### src/design/bfa_pkg.sv
// Shared codes for the bitmap frame allocator.
package bfa_pkg;

    localparam logic [1:0] KIND_ALLOC      = 2'd0;
    localparam logic [1:0] KIND_FREE       = 2'd1;
    localparam logic [1:0] KIND_RANGE_FREE = 2'd2;
    localparam logic [1:0] KIND_RANGE_USED = 2'd3;

    localparam logic [1:0] STATUS_DONE    = 2'd0;
    localparam logic [1:0] STATUS_OOM     = 2'd1;
    localparam logic [1:0] STATUS_IGNORED = 2'd2;

    localparam int ADDR_W   = 48;
    localparam int COUNT_W  = 16;
    // address + length + FRAME_BYTES - 1 needs two bits above the address
    localparam int NUM_W    = 50;

endpackage

### src/design/bfa_front.sv
// Front end: accepts beats, turns byte addresses into frame and word positions.
module bfa_front #(
    parameter int MAX_FRAMES    = 32768,
    parameter int FRAME_BYTES   = 4096,
    parameter int FW            = 16,
    parameter int WAW           = 9,
    parameter int BW            = 6
) (
    input  logic                        clk,
    input  logic                        rst_n,
    input  logic                        in_valid,
    output logic                        in_stall,
    input  logic [1:0]                  kind,
    input  logic [bfa_pkg::ADDR_W-1:0]  address,
    input  logic [bfa_pkg::ADDR_W-1:0]  length,
    input  logic                        clearing,
    output logic                        push,
    input  logic                        q_full,
    output logic [1:0]                  cmd_kind,
    output logic [WAW-1:0]              cmd_word,
    output logic [BW-1:0]               cmd_bit,
    output logic [FW-1:0]               cmd_count
);
    import bfa_pkg::*;

    localparam logic [1:0] F_IDLE = 2'd0;
    localparam logic [1:0] F_CALC = 2'd1;
    localparam logic [1:0] F_PUSH = 2'd2;

    localparam int               FB_SH = $clog2(FRAME_BYTES);
    localparam logic [FW-1:0]    MAX_F = FW'(MAX_FRAMES);
    localparam logic [NUM_W-1:0] MAX_N = NUM_W'(MAX_FRAMES);

    logic [1:0]        state_reg, state_next;
    logic [1:0]        kind_reg;
    logic [NUM_W-1:0]  addr_reg;
    logic [NUM_W-1:0]  sum_reg;
    logic [WAW-1:0]    word_reg;
    logic [BW-1:0]     bit_reg;
    logic [FW-1:0]     n_reg;

    logic              accept;
    logic [NUM_W-1:0]  sum_in;
    logic [NUM_W-1:0]  start_q, end_q;
    logic [FW-1:0]     s_clip, e_clip, e_free, e_sel;

    assign in_stall = (state_reg != F_IDLE) || clearing;
    assign accept   = in_valid && !in_stall;

    always_comb
    begin
        sum_in = NUM_W'(address) + NUM_W'(length);
        if (kind == KIND_RANGE_USED)
        begin
            sum_in = sum_in + NUM_W'(FRAME_BYTES - 1);
        end
    end

    // page and word sizes are powers of two, so frame numbers are shifts
    assign start_q = addr_reg >> FB_SH;
    assign end_q   = sum_reg >> FB_SH;
    assign s_clip  = (start_q >= MAX_N) ? MAX_F : start_q[FW-1:0];
    assign e_clip  = (end_q >= MAX_N) ? MAX_F : end_q[FW-1:0];
    // single free: one frame unless the start is off the map
    assign e_free  = (s_clip < MAX_F) ? s_clip + FW'(1) : s_clip;
    assign e_sel   = (kind_reg == KIND_FREE) ? e_free : e_clip;

    always_comb
    begin
        state_next = state_reg;
        unique case (state_reg)
            F_IDLE:
            begin
                if (accept)
                begin
                    state_next = (kind == KIND_ALLOC) ? F_PUSH : F_CALC;
                end
            end
            F_CALC:
            begin
                state_next = F_PUSH;
            end
            F_PUSH:
            begin
                if (!q_full)
                begin
                    state_next = F_IDLE;
                end
            end
            default:
            begin
                state_next = F_IDLE;
            end
        endcase
    end

    always_ff @(posedge clk or negedge rst_n)
    begin
        if (!rst_n)
        begin
            state_reg <= F_IDLE;
        end
        else
        begin
            state_reg <= state_next;
        end
    end

    always_ff @(posedge clk)
    begin
        if (accept)
        begin
            kind_reg <= kind;
            addr_reg <= NUM_W'(address);
            sum_reg  <= sum_in;
            n_reg    <= '0;
        end
        if (state_reg == F_CALC)
        begin
            word_reg <= s_clip[BW +: WAW];
            bit_reg  <= s_clip[BW-1:0];
            n_reg    <= (e_sel > s_clip) ? e_sel - s_clip : '0;
        end
    end

    assign push      = (state_reg == F_PUSH) && !q_full;
    assign cmd_kind  = kind_reg;
    assign cmd_word  = word_reg;
    assign cmd_bit   = bit_reg;
    assign cmd_count = n_reg;

endmodule

### config.mk
export PLATFORM = sky130hd
export DESIGN_NAME = bfa_front
export DESIGN_NICKNAME = d
export VERILOG_FILES = /design/src/design/bfa_pkg.sv /design/src/design/bfa_front.sv
export SDC_FILE = /design/constraint.sdc
export NUM_CORES = 1
export LEC_CHECK = 0
export BUFFER_PORTS_ARGS = -buffer_cell sky130_fd_sc_hd__buf_2
export CAP_MARGIN = 0
export CORE_ASPECT_RATIO = 1.1
export CORE_MARGIN = 2
export CORE_UTILIZATION = 52
export CTS_CLUSTER_SIZE = 12
export DETAILED_ROUTE_END_ITERATION = 8
export PLACE_DENSITY = 0.81
export SETUP_SLACK_MARGIN = 0.5
export SYNTH_ARGS = -nofsm -noshare
export SYNTH_HDL_FRONTEND = slang
export SYNTH_SLANG_ARGS = --single-unit
### constraint.sdc
create_clock -name clk -period 5.6 [get_ports clk]
set_input_delay 0.56 -clock clk [delete_from_list [all_inputs] [get_ports clk]]
set_output_delay 0.56 -clock clk [all_outputs]
set_load 0.01 [all_outputs]
==> impl_metrics.toml <==
[outcome]
status = "finished clean"

[worst_setup_path]
slowest_delay_ns = 0.54
endpoint = "cmd_count[14]"
arrival_ns = 4.94
cp_cell_sequence = "or4_1 -> nor4_2 -> buf_6 -> and2_2 -> ha_1 -> a32o_1 -> inv_1 -> fa_1 -> nor2b_1 -> o21ai_0 -> a21boi_1 -> o21ai_0 -> a21boi_1 -> o21ai_0 -> a21oi_2 -> o21ai_0 -> o21ai_0 -> nand3_2 -> buf_12 -> nor3_1"
start_kind = "flip-flop"
crit_fanout = 18
worstSetupStartpoint = "addr_reg[42]"
cp-end-kind = "flip-flop"
critical_path_class = "reg -> reg"
timing.reg2reg.setup_slack_ns = 0.86
worstReg2RegEnd = "cmd_count[14]"
crit_top_cell = "o21ai_0"
r2r_start = "addr_reg[42]"
worstRegToRegCells = 20
cp.required_ns = 5.80
worst_path_max_delay_cell = "or4_1"

[layout]
largest_reg_flops = 38
drive_above_1_share_pct = 17.9
diodes = 0
mostFrequentLayoutCells = "137 x buf_2, 107 x edfxtp_1, 80 x nand2_1, 79 x nor2_1, 65 x ha_1"
final_common_cell = "buf_2"
syn_to_final_growth_pct = 13.6
nFillCells = 1391
fin_nets = 1242

[clock_tree]
clkLatencyLatePin_ns = 0.36
htreeDepth = 3
clockBufferDepth = 2
cts_sinks = 109
cts_tree = "built"
clockRootBuffer = "clkbuf_16"
cts-buffers-inserted = 9
cts.clk_slew.worst_paths_ns = 0.07

[route]
wire_per_inst_um = 16.0
route.detailed.drc = 0
antenna_left = 0
viasPerCell = 5.94
via_count = 7607
drtPass1Iterations = 5
drt-total-wl_um = 20500
drt_iter0_drc = 645

[sta]
finalCritPeriodShare_pct = 84.6
hold_slack_ns = 0.401
worst_pin_slew_ns = 0.933
period_minus_slack_ns = 4.74
finClkSkew_ns = 0.0131
setup_tns_ns = 0
slew_headroom_pct = 37.7
worst_slack_ns = 0.861
finalHoldViolCount = 0
final-setup-viol-count = 0
maxSlewViolCount = 0
fmax_ghz = 0.211
rsz0062_at_grt = "no"

[yosys]
syn_area_mm2 = 0.00873
synth_edf_count = 107
ys_seq_elements = 109
synthArstFlopShare_pct = 1.83
seq_area_frac_synth_pct = 37.4
synthFlopType = "edfxtp_1"
synth_cell_type_count = 85
synthCells = 948
syn_avg_cell_area_um2 = 9.21
synthesis.nets = 1118
yosys_warnings = 0

[power_and_ir_drop]
powerDensity_mw_per_mm2 = 226
irDropWorstVdd_mv = 0.157
pwr-share-clk_pct = 25.9
pwr-share-seq_pct = 44.8
power.switching_w = 0.000700
intPower_w = 0.00154
switching_share_pct = 31.3
leakage_nw = 3.83
combPwrFrac_pct = 29.3

[placed_design]
dp_hpwl_um = 16500
place_ws_ns = 0.462
finalWeightedCongestion = 1.01
io_buffers = 137

[die]
die_h_um = 140
die_w_um = 128
rows = 49
io_pins = 138
die_area_mm2 = 0.0179
initial_utilization_pct = 53.4
core_mm2 = 0.0164

[grt]
grt_pass1_vias = 6990
antenna_found_initial = 0
grtUsageTotal_pct = 22.7
grt-ovfl-total = 0
grt_max_degree = 49
grt_pass1_wl_um = 33100

[flow_run]
cap_violations = 0

[worst_hold_path]
hold_class = "in -> reg"
cell families (layout without fill, tap and decap cells):
logic type,Yosys count,in the layout,share of synthesized area [%]
AO/OA/AOI/OAI,241,241,18.4
XOR/XNOR,83,83,8.32
adder cells (fa/ha/maj),67,67,9.77
buffers and inverters,75,204,3.52
flip-flops,109,109,37.4
multiplexers,5,5,0.587
AND/OR/NAND/NOR,368,368,22.1
per-layer routing:
| metal | track usage [%] | vias up | share of wire [%] |
|---|---|---|---|
| li1 | - | 3819 | - |
| met1 | 30.5 | 3511 | 45 |
| met2 | 38.8 | 238 | 48 |
| met3 | 2.52 | 39 | 4.7 |
| met4 | 6.88 | 0 | 2.0 |
| met5 | 0 | - | 0 |
synth_stat cells, drive strengths merged (3+ instances only):
library cell	instances	area [µm²]
nand2b	7	43.8
or4	7	56.3
o21a	11	82.6
nor3b	4	30.0
o211a	4	40.0
clkbuf	22	82.6
o211ai	13	111
xor2	28	245
o31ai	8	60.1
and2	20	128
edfxtp	107	3210
nor2b	14	87.6
inv	44	165
a221oi	4	41.3
a2111oi	3	38.8
a21oi	64	324
and3	9	58.8
a31oi	4	25.0
buf	9	60.1
nor4	24	180
ha	65	813
o2111ai	3	26.3
a21boi	6	45.1
xnor2	55	482
a221o	3	30.0
or2	5	31.3
o21bai	8	60.1
mux2i	4	40.0
nor2	79	297
nor3	40	200
nand4	30	194
a21o	18	135
o21ai	59	295
a311oi	4	35.0
a211oi	6	50.1
nand2	82	310
or3	13	87.6
nand3	22	115
and4	4	37.5
worst max-delay path, delay by kind of cell, from the launching register on:
family | cells | cell delay, ns
compound gates | 9 | 1.68
simple gates | 6 | 1.52
fa+ha+maj | 2 | 0.57
buf+inv | 3 | 0.45
flops | 1 | 0.37
stage by stage:
| stage | instance area, µm² | std cells | total power [W] | utilization, % |
|---|---|---|---|---|
| after floorplan | 8730 | 948 | 0.00149 | - |
| after global placement | 9580 | 1263 | 0.00165 | 58.5 |
| after detailed placement | 9580 | 1263 | 0.00166 | 58.5 |
| after CTS | 9870 | 1280 | 0.00224 | 60.3 |
| after global routing | 9920 | 1281 | 0.00235 | 60.6 |
| final | 9920 | 1281 | 0.00224 | 60.6 |
cell type report:
type / count / area (µm²) / area share (%)
Multi-Input combinational cell: 764 / 5220 / 52.6
Sequential cell: 109 / 3260 / 32.9
Timing Repair Buffer: 144 / 757 / 7.63
Tap cell: 204 / 255 / 2.57
Clock buffer: 11 / 233 / 2.34
Inverter: 44 / 165 / 1.66
Clock inverter: 5 / 35.0 / 0.353
power groups by stage:
stage / Combinational, W / Clock, W / Sequential [W]
floorplan: 0.000465 / 0 / 0.00103
detailed placement: 0.000644 / 0 / 0.00102
CTS: 0.000648 / 0.000587 / 0.00100
finish: 0.000657 / 0.000580 / 0.00100
global route: 0.000727 / 0.000618 / 0.00101
global placement: 0.000633 / 0 / 0.00102
how the worst min path moves through the flow:
stage,startpoint,endpoint,slack (ns),depth (start not counted)
2_1_floorplan,rst_n,state_reg[0],0.26,0
3_3_place_gp,rst_n,state_reg[1],0.34,1
3_5_place_dp,rst_n,state_reg[0],0.35,1
4_1_cts,address[41],addr_reg[41],0.40,1
5_1_grt,address[36],addr_reg[36],0.39,1
6_report,address[40],addr_reg[40],0.40,1
what timing repair did:
| action | CTS | global route |
|---|---|---|
| buffers inserted | 0 | 1 |
| pin swaps | 0 | 1 |
| hold buffers | 1 | 0 |
| endpoints found under the hold margin | 2 | 0 |
| cloned | 0 | 0 |
| gates resized for setup | 2 | 9 |
| setup endpoints to repair | 16 | 16 |
Note: power is estimated with default switching activity, not from simulation.
