===== config.mk =====
export PLATFORM = sky130hd
export DESIGN_NAME = bfa_queue
export DESIGN_NICKNAME = d
export VERILOG_FILES = /design/src/design/bfa_queue.sv
export SDC_FILE = /design/constraint.sdc
export NUM_CORES = 1
export LEC_CHECK = 0
export CORE_ASPECT_RATIO = 1.1
export CORE_MARGIN = 3
export CORE_UTILIZATION = 35
export CTS_BUF_LIST = sky130_fd_sc_hd__clkbuf_8
export CTS_CLUSTER_SIZE = 14
export DETAILED_ROUTE_END_ITERATION = 7
export DONT_BUFFER_PORTS = 1
export GPL_TIMING_DRIVEN = 1
export PLACE_DENSITY = 0.54
export SYNTH_ARGS = -nofsm -noshare
export SYNTH_HDL_FRONTEND = slang
export SYNTH_SLANG_ARGS = --single-unit

===== constraint.sdc =====
create_clock -name clk -period 2.25 [get_ports clk]
set_clock_uncertainty 0.2 [all_clocks]
set_input_delay 0.1125 -clock clk [delete_from_list [all_inputs] [get_ports clk]]
set_output_delay 0.1125 -clock clk [all_outputs]
set_load 0.05 [all_outputs]

===== src/design/bfa_queue.sv =====
// Two-entry command queue between front and back end.
module bfa_queue #(
    parameter int WIDTH = 8
) (
    input  logic             clk,
    input  logic             rst_n,
    input  logic             push,
    input  logic [WIDTH-1:0] push_data,
    output logic             full,
    input  logic             pop,
    output logic             not_empty,
    output logic [WIDTH-1:0] pop_data
);
    logic [WIDTH-1:0] entry_reg [2];
    logic             wr_ptr_reg, rd_ptr_reg;
    logic [1:0]       fill_reg;

    assign full      = fill_reg == 2'd2;
    assign not_empty = fill_reg != 2'd0;
    assign pop_data  = entry_reg[rd_ptr_reg];

    always_ff @(posedge clk or negedge rst_n)
    begin
        if (!rst_n)
        begin
            wr_ptr_reg <= 1'b0;
            rd_ptr_reg <= 1'b0;
            fill_reg   <= 2'd0;
        end
        else
        begin
            if (push)
            begin
                wr_ptr_reg <= ~wr_ptr_reg;
            end
            if (pop)
            begin
                rd_ptr_reg <= ~rd_ptr_reg;
            end
            if (push && !pop)
            begin
                fill_reg <= fill_reg + 2'd1;
            end
            else if (pop && !push)
            begin
                fill_reg <= fill_reg - 2'd1;
            end
        end
    end

    always_ff @(posedge clk)
    begin
        if (push)
        begin
            entry_reg[wr_ptr_reg] <= push_data;
        end
    end

endmodule


==> impl_metrics.yaml, run 1 <==
run_status:
  outcome: "complete, no violations"
place:
  placer_congestion: 0.617
  dp_hpwl_um: 886
  place_inst: 69
  port-buffer-count: 0
  detailed_place.area_sq_um: 835
  dp_worst_setup_slack_ns: 0.837
timing:
  final-hold-violation-count: 0
  finalCriticalPeriod_ns: 1.66
  period_share_pct: 73.6
  setup_ws_ns: 0.593
  worst_slew_pin_slew_ns: 0.510
  fin_setup_tns_ns: 0
  setup_viol: 0
  maximum_clock_frequency_mhz: 604
  timing_max_transition_violations_final: 0
  unrepaired_setup_endpoints_after_global_routing: "false"
  slew_headroom_pct: 66.0
  final_hold_slack_ns: 0.0115
detailed_routing:
  drt-wirelength-per-cell_um: 14.7
  route.vias.total: 370
  dr.first_iter.drc_count: 2
  routed_wl_um: 1250
  first_pass_iters: 4
  routed_via_density: 4.35
  detail_route.drc_violations: 0
  drt.antenna.violating_nets: 0
power_and_ir_drop:
  combPwrFrac_pct: 40.2
  cell_int_power_mw: 0.801
  power.ir.vdd_worst_uv: 881
  p_per_area_nw_per_um2: 1360
  power_switching_share_pct: 41.1
  power_frac_clock_pct: 16.5
  finalPower_mw: 1.36
  leakagePower_nw: 0.392
  power_frac_seq_pct: 43.3
  p_sw_mw: 0.558
die:
  chipWidth_um: 51.7
  fp.coreArea_sq_um: 2080
  die_height_um: 56.2
  num_rows: 17
  top_level_ports: 22
  start_util_pct: 38.5
  die_area_sq_um: 2910
critical_path:
  worstReg2RegStart: "wr_ptr_reg$_DFFE_PN0P_"
  timing.critical_path.from_type: "flop"
  cp.required_ns: 1.94
  cp-startpoint: "rd_ptr_reg$_DFFE_PN0P_"
  max_stage_delay_ns: 0.66
  regToRegSetupSlack_ns: 0.83
  worstSetupPathDepth: 1
  timing.critical_path.fanout_max: 9
  path_cells: "mux2_4"
  crit_buf_inv: 0
  critPathArrivalTime_ns: 1.34
  rr_worst_depth: 2
  reg_to_reg_end: "entry_reg[0][5]$_DFFE_PP_"
  crit_path_end_kind: "output pin"
  worst_path_max_delay_cell: "dfrtp_1"
  timing_worst_setup_path_type: "reg -> out"
  cpLargestDelayFamily: "flip-flops"
synthesis:
  mappedNetlistArea_sq_um: 803
  syn_avg_cell_area_sq_um: 19.6
  netlist-cell-type-count: 13
  synth_top_cells_by_area: "edfxtp_1, mux2_4, dfrtp_1"
  gate_count_of_the_mapped_netlist: 41
  yosysSeqAreaShare_pct: 72.3
  yosys.area.top_type: "edfxtp_1"
  synth_top_area_share_pct: 59.8
  synth.net_count: 54
  postSynthRegisterBits: 20
  yosysWarnings: 0
global_route:
  vias_in_the_first_global_route: 430
  grt_max_degree: 12
  globalRouteOverflowTotal: 0
  grt_first_pass_wirelength_um: 2150
  globalRouteTotalUtil_pct: 10.3
  grt_antenna_before_repair: 0
cells_and_area:
  finish.cell_count_without_fillers: 85
  finish.utilization_pct: 48.0
  syn2layout_area_growth_pct: 24.5
  antenna_cells: 0
  fin_nets: 71
  layout-drive-gt1-share_pct: 22.8
  layout.cell_area.non_filler_sq_um: 1000
  number_of_flip_flops_in_the_largest_register: 16
clocking:
  cts-hold-fix-buffers: 12
  insertion_delay_ns: 0.24
  clk_path_buf_depth: 2
  cts.repair.resized: 0
  cts_buffers: 3
  cts_tree: "done"
  cts.clk_slew.worst_paths_ns: 0.07
  clock_tree.root_cell: "clkbuf_8"
  cts_htree_levels: 1
  cts_sinks: 20
  cts_setup_buffers: 0
worst_hold_path:
  min_path_type: "in -> reg"
  holdCritStartpoint: "push"
  min_delay_path_depth: 1
  whs_endpoint: "entry_reg[0][4]$_DFFE_PP_"
run:
  drv.max_cap_violation_count: 0
## per-layer routing
| metal | vias to the layer above | global-route usage (%) | routed length (um) |
|---|---|---|---|
| met1 | 178 | 11.7 | 456 |
| met4 | 0 | 4.49 | 0 |
| li1 | 178 | - | - |
| met2 | 14 | 18.4 | 750 |
| met3 | 0 | 1.61 | 47 |
| met5 | - | 0 | 0 |
## cell families after synthesis
| group | Yosys count | share of synthesized area, % |
|---|---|---|
| xor gates and xnor gates | 5 | 5.45 |
| adders and majority gates | 1 | 1.56 |
| DFF | 20 | 72.3 |
| muxes | 8 | 15.0 |
| and+or+nand+nor | 5 | 3.90 |
| buffers and inverters | 2 | 1.87 |
## placed cells by master (no fill, tap or decap)
cell type,count
and2_1,1
xnor2_1,1
or2_1,1
dfrtp_1,4
and2b_2,1
dlygate4sd3_1,12
edfxtp_1,16
nor2b_1,1
clkbuf_8,3
buf_4,1
ha_1,1
inv_1,2
xor2_1,4
nor2_1,1
mux2_4,8
## cell usage after synthesis (all sizes together)
master  instances
inv             1
buf             1
dfrtp           4
or2             1
and2            1
ha              1
and2b           1
mux2            8
xnor2           1
nor2            1
nor2b           1
edfxtp         16
xor2            4
## power by group through the flow
stage          Clock [mW]  Combinational, mW  Sequential [mW]
2_1_floorplan           0              0.544            0.544
3_3_place_gp            0              0.525            0.585
3_5_place_dp            0              0.532            0.597
4_1_cts             0.227              0.551            0.591
5_1_grt             0.245              0.571            0.610
6_report            0.224              0.546            0.588
## worst max-delay path by stage
stage                                     end  slack [ns]
floorplan           entry_reg[0][0]$_DFFE_PP_        0.89
global placement                  pop_data[6]        0.87
finish                            pop_data[5]        0.59
CTS                               pop_data[5]        0.57
detailed placement  entry_reg[0][7]$_DFFE_PP_        0.84
global route                      pop_data[5]        0.50
## area by class of cell
class                           count  area (sq um)
Clock buffer                        3          41.3
Inverter                            1          3.75
Tap cell                           28          35.0
Timing Repair Buffer               13           128
Sequential cell                    20           581
Clock inverter                      1          3.75
Fill cell                         205          1080
Multi-Input combinational cell     19           208
(Power assumes the default switching activity.)
==> inputs of run 2 (changes only) <==
PLACE_DENSITY = 0.56   (was 0.54)
clock period = 1.44 ns   (was 2.25 ns; I/O delays follow)
==> impl_metrics.yaml, run 2 (synthesis results as in run 1) <==
die:
  top_level_ports: 22
  die_height_um: 56.2
  start_util_pct: 38.5
  num_rows: 17
  die_area_sq_um: 2910
  fp.coreArea_sq_um: 2080
  chipWidth_um: 51.7
critical_path:
  timing.critical_path.from_type: "flop"
  regToRegSetupSlack_ns: 0.15
  rr_worst_depth: 1
  crit_path_end_kind: "output pin"
  timing_worst_setup_path_type: "reg -> out"
  reg_to_reg_end: "entry_reg[1][2]$_DFFE_PP_"
  cpLargestDelayFamily: "flip-flops"
  path_cells: "buf_6 > mux2_4"
  worstReg2RegStart: "wr_ptr_reg$_DFFE_PN0P_"
  worst_path_max_delay_cell: "dfrtp_2"
  critPathArrivalTime_ns: 1.18
  cp.required_ns: 1.17
  crit_buf_inv: 1
  timing.critical_path.fanout_max: 5
  max_stage_delay_ns: 0.41
power_and_ir_drop:
  cell_int_power_mw: 1.34
  finalPower_mw: 2.23
  combPwrFrac_pct: 45.9
  p_sw_mw: 0.888
  power_frac_clock_pct: 15.3
  leakagePower_nw: 0.422
  p_per_area_nw_per_um2: 2120
  power_frac_seq_pct: 38.9
  power_switching_share_pct: 39.8
  power.ir.vdd_worst_uv: 1330
place:
  port-buffer-count: 0
  detailed_place.area_sq_um: 835
  placer_congestion: 0.634
  place_inst: 69
timing:
  final_hold_slack_ns: 0.0454
  maximum_clock_frequency_mhz: 687
  slew_headroom_pct: 68.9
  finalCriticalPeriod_ns: 1.46
  setup_viol: 8
  final-hold-violation-count: 0
  worst_slew_pin_slew_ns: 0.468
  period_share_pct: 101
  setup_ws_ns: -0.0155
  timing_max_transition_violations_final: 0
  unrepaired_setup_endpoints_after_global_routing: "true"
clocking:
  cts_sinks: 20
  insertion_delay_ns: 0.24
  cts.clk_slew.worst_paths_ns: 0.06
  clk_path_buf_depth: 2
  cts_tree: "done"
  clock_tree.root_cell: "clkbuf_8"
  cts_buffers: 3
  cts_htree_levels: 1
cells_and_area:
  syn2layout_area_growth_pct: 30.8
  layout.cell_area.non_filler_sq_um: 1050
  antenna_cells: 0
  layout-drive-gt1-share_pct: 29.0
  fin_nets: 76
  finish.cell_count_without_fillers: 90
  number_of_flip_flops_in_the_largest_register: 16
  finish.utilization_pct: 50.4
  final_cell_mix: "edfxtp_1, dlygate4sd3_1, mux2_4"
  final_common_cell: "edfxtp_1"
detailed_routing:
  routed_wl_um: 1190
  routed_via_density: 4.30
  route.vias.total: 387
  detail_route.drc_violations: 0
  drt-wirelength-per-cell_um: 13.2
  first_pass_iters: 2
  dr.first_iter.drc_count: 1
  drt.antenna.violating_nets: 0
global_route:
  globalRouteOverflowTotal: 0
  grt_max_degree: 12
  grt_antenna_before_repair: 0
  grt_first_pass_wirelength_um: 1910
  vias_in_the_first_global_route: 431
  globalRouteTotalUtil_pct: 8.96
worst_hold_path:
  min_path_type: "in -> reg"
  holdCritStartpoint: "push"
  min_delay_path_depth: 2
  whs_endpoint: "entry_reg[0][0]$_DFFE_PP_"
run_status:
  outcome: "finished with violations"
  violations: "negative setup slack"
run:
  drv.max_cap_violation_count: 0
[run 2: cell count changes in the layout (fill, tap and decap cells not counted), sizes merged]
cell and change:
buf +4, clkinv +1, dlymetal6s4s +1, inv -1
[run 2: how the worst max path moves through the flow]
stage	start	end	slack, ns	cells past startpoint
4_1_cts	rd_ptr_reg$_DFFE_PN0P_	pop_data[2]	-0.03	2
2_1_floorplan	wr_ptr_reg$_DFFE_PN0P_	entry_reg[0][0]$_DFFE_PP_	0.08	1
3_5_place_dp	rd_ptr_reg$_DFFE_PN0P_	pop_data[5]	0.08	1
5_1_grt	rd_ptr_reg$_DFFE_PN0P_	pop_data[5]	-0.04	2
3_3_place_gp	rd_ptr_reg$_DFFE_PN0P_	pop_data[2]	0.11	1
6_report	rd_ptr_reg$_DFFE_PN0P_	pop_data[0]	-0.02	2
[run 2: per-stage QoR]
stage	worst slack (ns)	setup TNS [ns]
final	-0.0155	-0.0847
after global routing	-0.0356	-0.248
after CTS	-0.0330	-0.252
after detailed placement	0.0757	0
after global placement	0.107	0
after floorplan	0.0783	0
[run 2: power groups by stage]
stage	Sequential (mW)	Clock (mW)	Combinational, mW
2_1_floorplan	0.850	0	0.850
3_3_place_gp	0.915	0	0.820
3_5_place_dp	0.933	0	0.831
4_1_cts	0.861	0.349	0.987
5_1_grt	0.887	0.370	1.06
6_report	0.867	0.340	1.02
[run 2: area by class of cell]
| type | count | area (sq um) |
|---|---|---|
| clock buffers | 3 | 41.3 |
| clock inverters | 1 | 3.75 |
| fillers | 183 | 1030 |
| inverters | 1 | 3.75 |
| multi-input cells | 19 | 208 |
| flip-flops and latches | 20 | 582 |
| well taps | 28 | 35.0 |
| repair buffers | 18 | 178 |
[run 2: metal layers]
layer,part of all wire [%],GRT usage [%],vias up
met1,39,8.95,187
met4,0,3.37,0
li1,-,-,188
met3,4.6,1.61,0
met2,57,17.5,12
met5,0,0,-
[run 2: timing repair]
item                                    CTS  global route
hold buffers                             12             1
endpoints found under the hold margin    23             1
resized for setup                         1             5
endpoints found under the setup margin    8             9
buffers inserted                          3             1
==> inputs of run 3 (changes only) <==
TNS_END_PERCENT = 30   (was default)
==> impl_metrics.yaml, run 3 (synthesis results as in run 1) <==
timing:
  maximum_clock_frequency_mhz: 683
  setup_ws_ns: -0.0233
  finalCriticalPeriod_ns: 1.46
  period_share_pct: 102
  worst_slew_pin_slew_ns: 0.468
  setup_viol: 8
  unrepaired_setup_endpoints_after_global_routing: "true"
  fin_setup_tns_ns: -0.181
  slew_headroom_pct: 68.9
  final-hold-violation-count: 0
  final_hold_slack_ns: 0.0451
  timing_max_transition_violations_final: 0
die:
  start_util_pct: 38.5
  fp.coreArea_sq_um: 2080
  die_height_um: 56.2
  top_level_ports: 22
  die_area_sq_um: 2910
  chipWidth_um: 51.7
  num_rows: 17
clocking:
  cts.clk_slew.worst_paths_ns: 0.07
  clock_tree.root_cell: "clkbuf_8"
  cts_sinks: 20
  cts_htree_levels: 1
  cts_buffers: 3
  insertion_delay_ns: 0.24
  clk_path_buf_depth: 2
  cts_tree: "done"
global_route:
  globalRouteOverflowTotal: 0
  vias_in_the_first_global_route: 432
  globalRouteTotalUtil_pct: 8.47
  grt_antenna_before_repair: 0
  grt_max_degree: 12
  grt_first_pass_wirelength_um: 1840
detailed_routing:
  first_pass_iters: 2
  dr.first_iter.drc_count: 6
  routed_wl_um: 1130
  drt.antenna.violating_nets: 0
  detail_route.drc_violations: 0
  route.vias.total: 382
  routed_via_density: 4.39
  drt-wirelength-per-cell_um: 12.9
power_and_ir_drop:
  p_sw_mw: 0.867
  power_frac_seq_pct: 42.9
  power_switching_share_pct: 40.5
  combPwrFrac_pct: 41.1
  power_frac_clock_pct: 16.0
  p_per_area_nw_per_um2: 2100
  leakagePower_nw: 0.405
  cell_int_power_mw: 1.27
  power.ir.vdd_worst_uv: 1340
cells_and_area:
  fin_nets: 73
  layout-drive-gt1-share_pct: 25.4
  final_cell_mix: "edfxtp_1, dlygate4sd3_1, mux2_4"
  number_of_flip_flops_in_the_largest_register: 16
  final_common_cell: "edfxtp_1"
  antenna_cells: 0
  syn2layout_area_growth_pct: 27.1
critical_path:
  max_stage_delay_ns: 0.53
  crit_path_end_kind: "output pin"
  timing.critical_path.fanout_max: 9
  timing.critical_path.from_type: "flop"
  cpLargestDelayFamily: "flip-flops"
  path_cells: "mux2_4"
  timing_worst_setup_path_type: "reg -> out"
  crit_buf_inv: 0
  cp.required_ns: 1.17
  worst_path_max_delay_cell: "dfrtp_2"
  critPathArrivalTime_ns: 1.19
run_status:
  outcome: "finished with violations"
  violations: "negative setup slack"
place:
  port-buffer-count: 0
  placer_congestion: 0.634
run:
  drv.max_cap_violation_count: 0
worst_hold_path:
  min_path_type: "in -> reg"
==> run 3: power by group through the flow <==
stage          registers [mW]  logic (mW)  clock network [mW]
2_1_floorplan           0.850       0.850                   0
3_3_place_gp            0.915       0.820                   0
3_5_place_dp            0.933       0.831                   0
4_1_cts                 0.922       0.885               0.349
5_1_grt                 0.946       0.908               0.370
6_report                0.918       0.879               0.343
==> run 3: final timing paths <==
check                                  startpoint                         to  slack, ns  depth (start not counted)
setup / recovery           rd_ptr_reg$_DFFE_PN0P_                pop_data[4]      -0.02                          1
hold / removal                               push  entry_reg[0][0]$_DFFE_PP_       0.05                          2
setup reg to reg           wr_ptr_reg$_DFFE_PN0P_  entry_reg[1][3]$_DFFE_PP_       0.14                          1
hold reg to reg            wr_ptr_reg$_DFFE_PN0P_     wr_ptr_reg$_DFFE_PN0P_       0.29                          1
max in group asynchronous                   rst_n     rd_ptr_reg$_DFFE_PN0P_       0.42                          2
min in group asynchronous                   rst_n     rd_ptr_reg$_DFFE_PN0P_       0.43                          2
==> run 3: layer usage <==
layer / part of all wire [%] / global-route usage, % / up-vias
met5: 0 / 0 / -
met4: 0 / 3.37 / 0
met3: 4.8 / 1.61 / 0
met2: 59 / 16.2 / 12
met1: 36 / 8.61 / 188
li1: - / - / 182
==> run 3: area by class of cell <==
type	instances	area [sq um]
clock inverter	1	3.75
inverter	1	3.75
fill	185	1060
timing repair buffer	15	148
multi-input combinational	19	208
sequential	20	582
tap	28	35.0
clock buffer	3	41.3
==> run 3: per-stage QoR <==
step           power [mW]  cells  setup slack [ns]  utilization (%)  instance area (sq um)
2_1_floorplan        1.70     41            0.0783                -                    803
3_3_place_gp         1.73     69             0.107             40.0                    835
3_5_place_dp         1.76     69            0.0757             40.0                    835
4_1_cts              2.16     86           -0.0364             48.4                   1010
5_1_grt              2.22     87           -0.0676             49.0                   1020
6_report             2.14     87           -0.0233             49.0                   1020
==> run 3: timing repair <==
action	CTS	global route
endpoints found under the hold margin	23	1
gates resized for setup	1	1
pin swaps	0	0
endpoints found under the setup margin	8	9
hold buffers	12	1
setup buffers	1	0
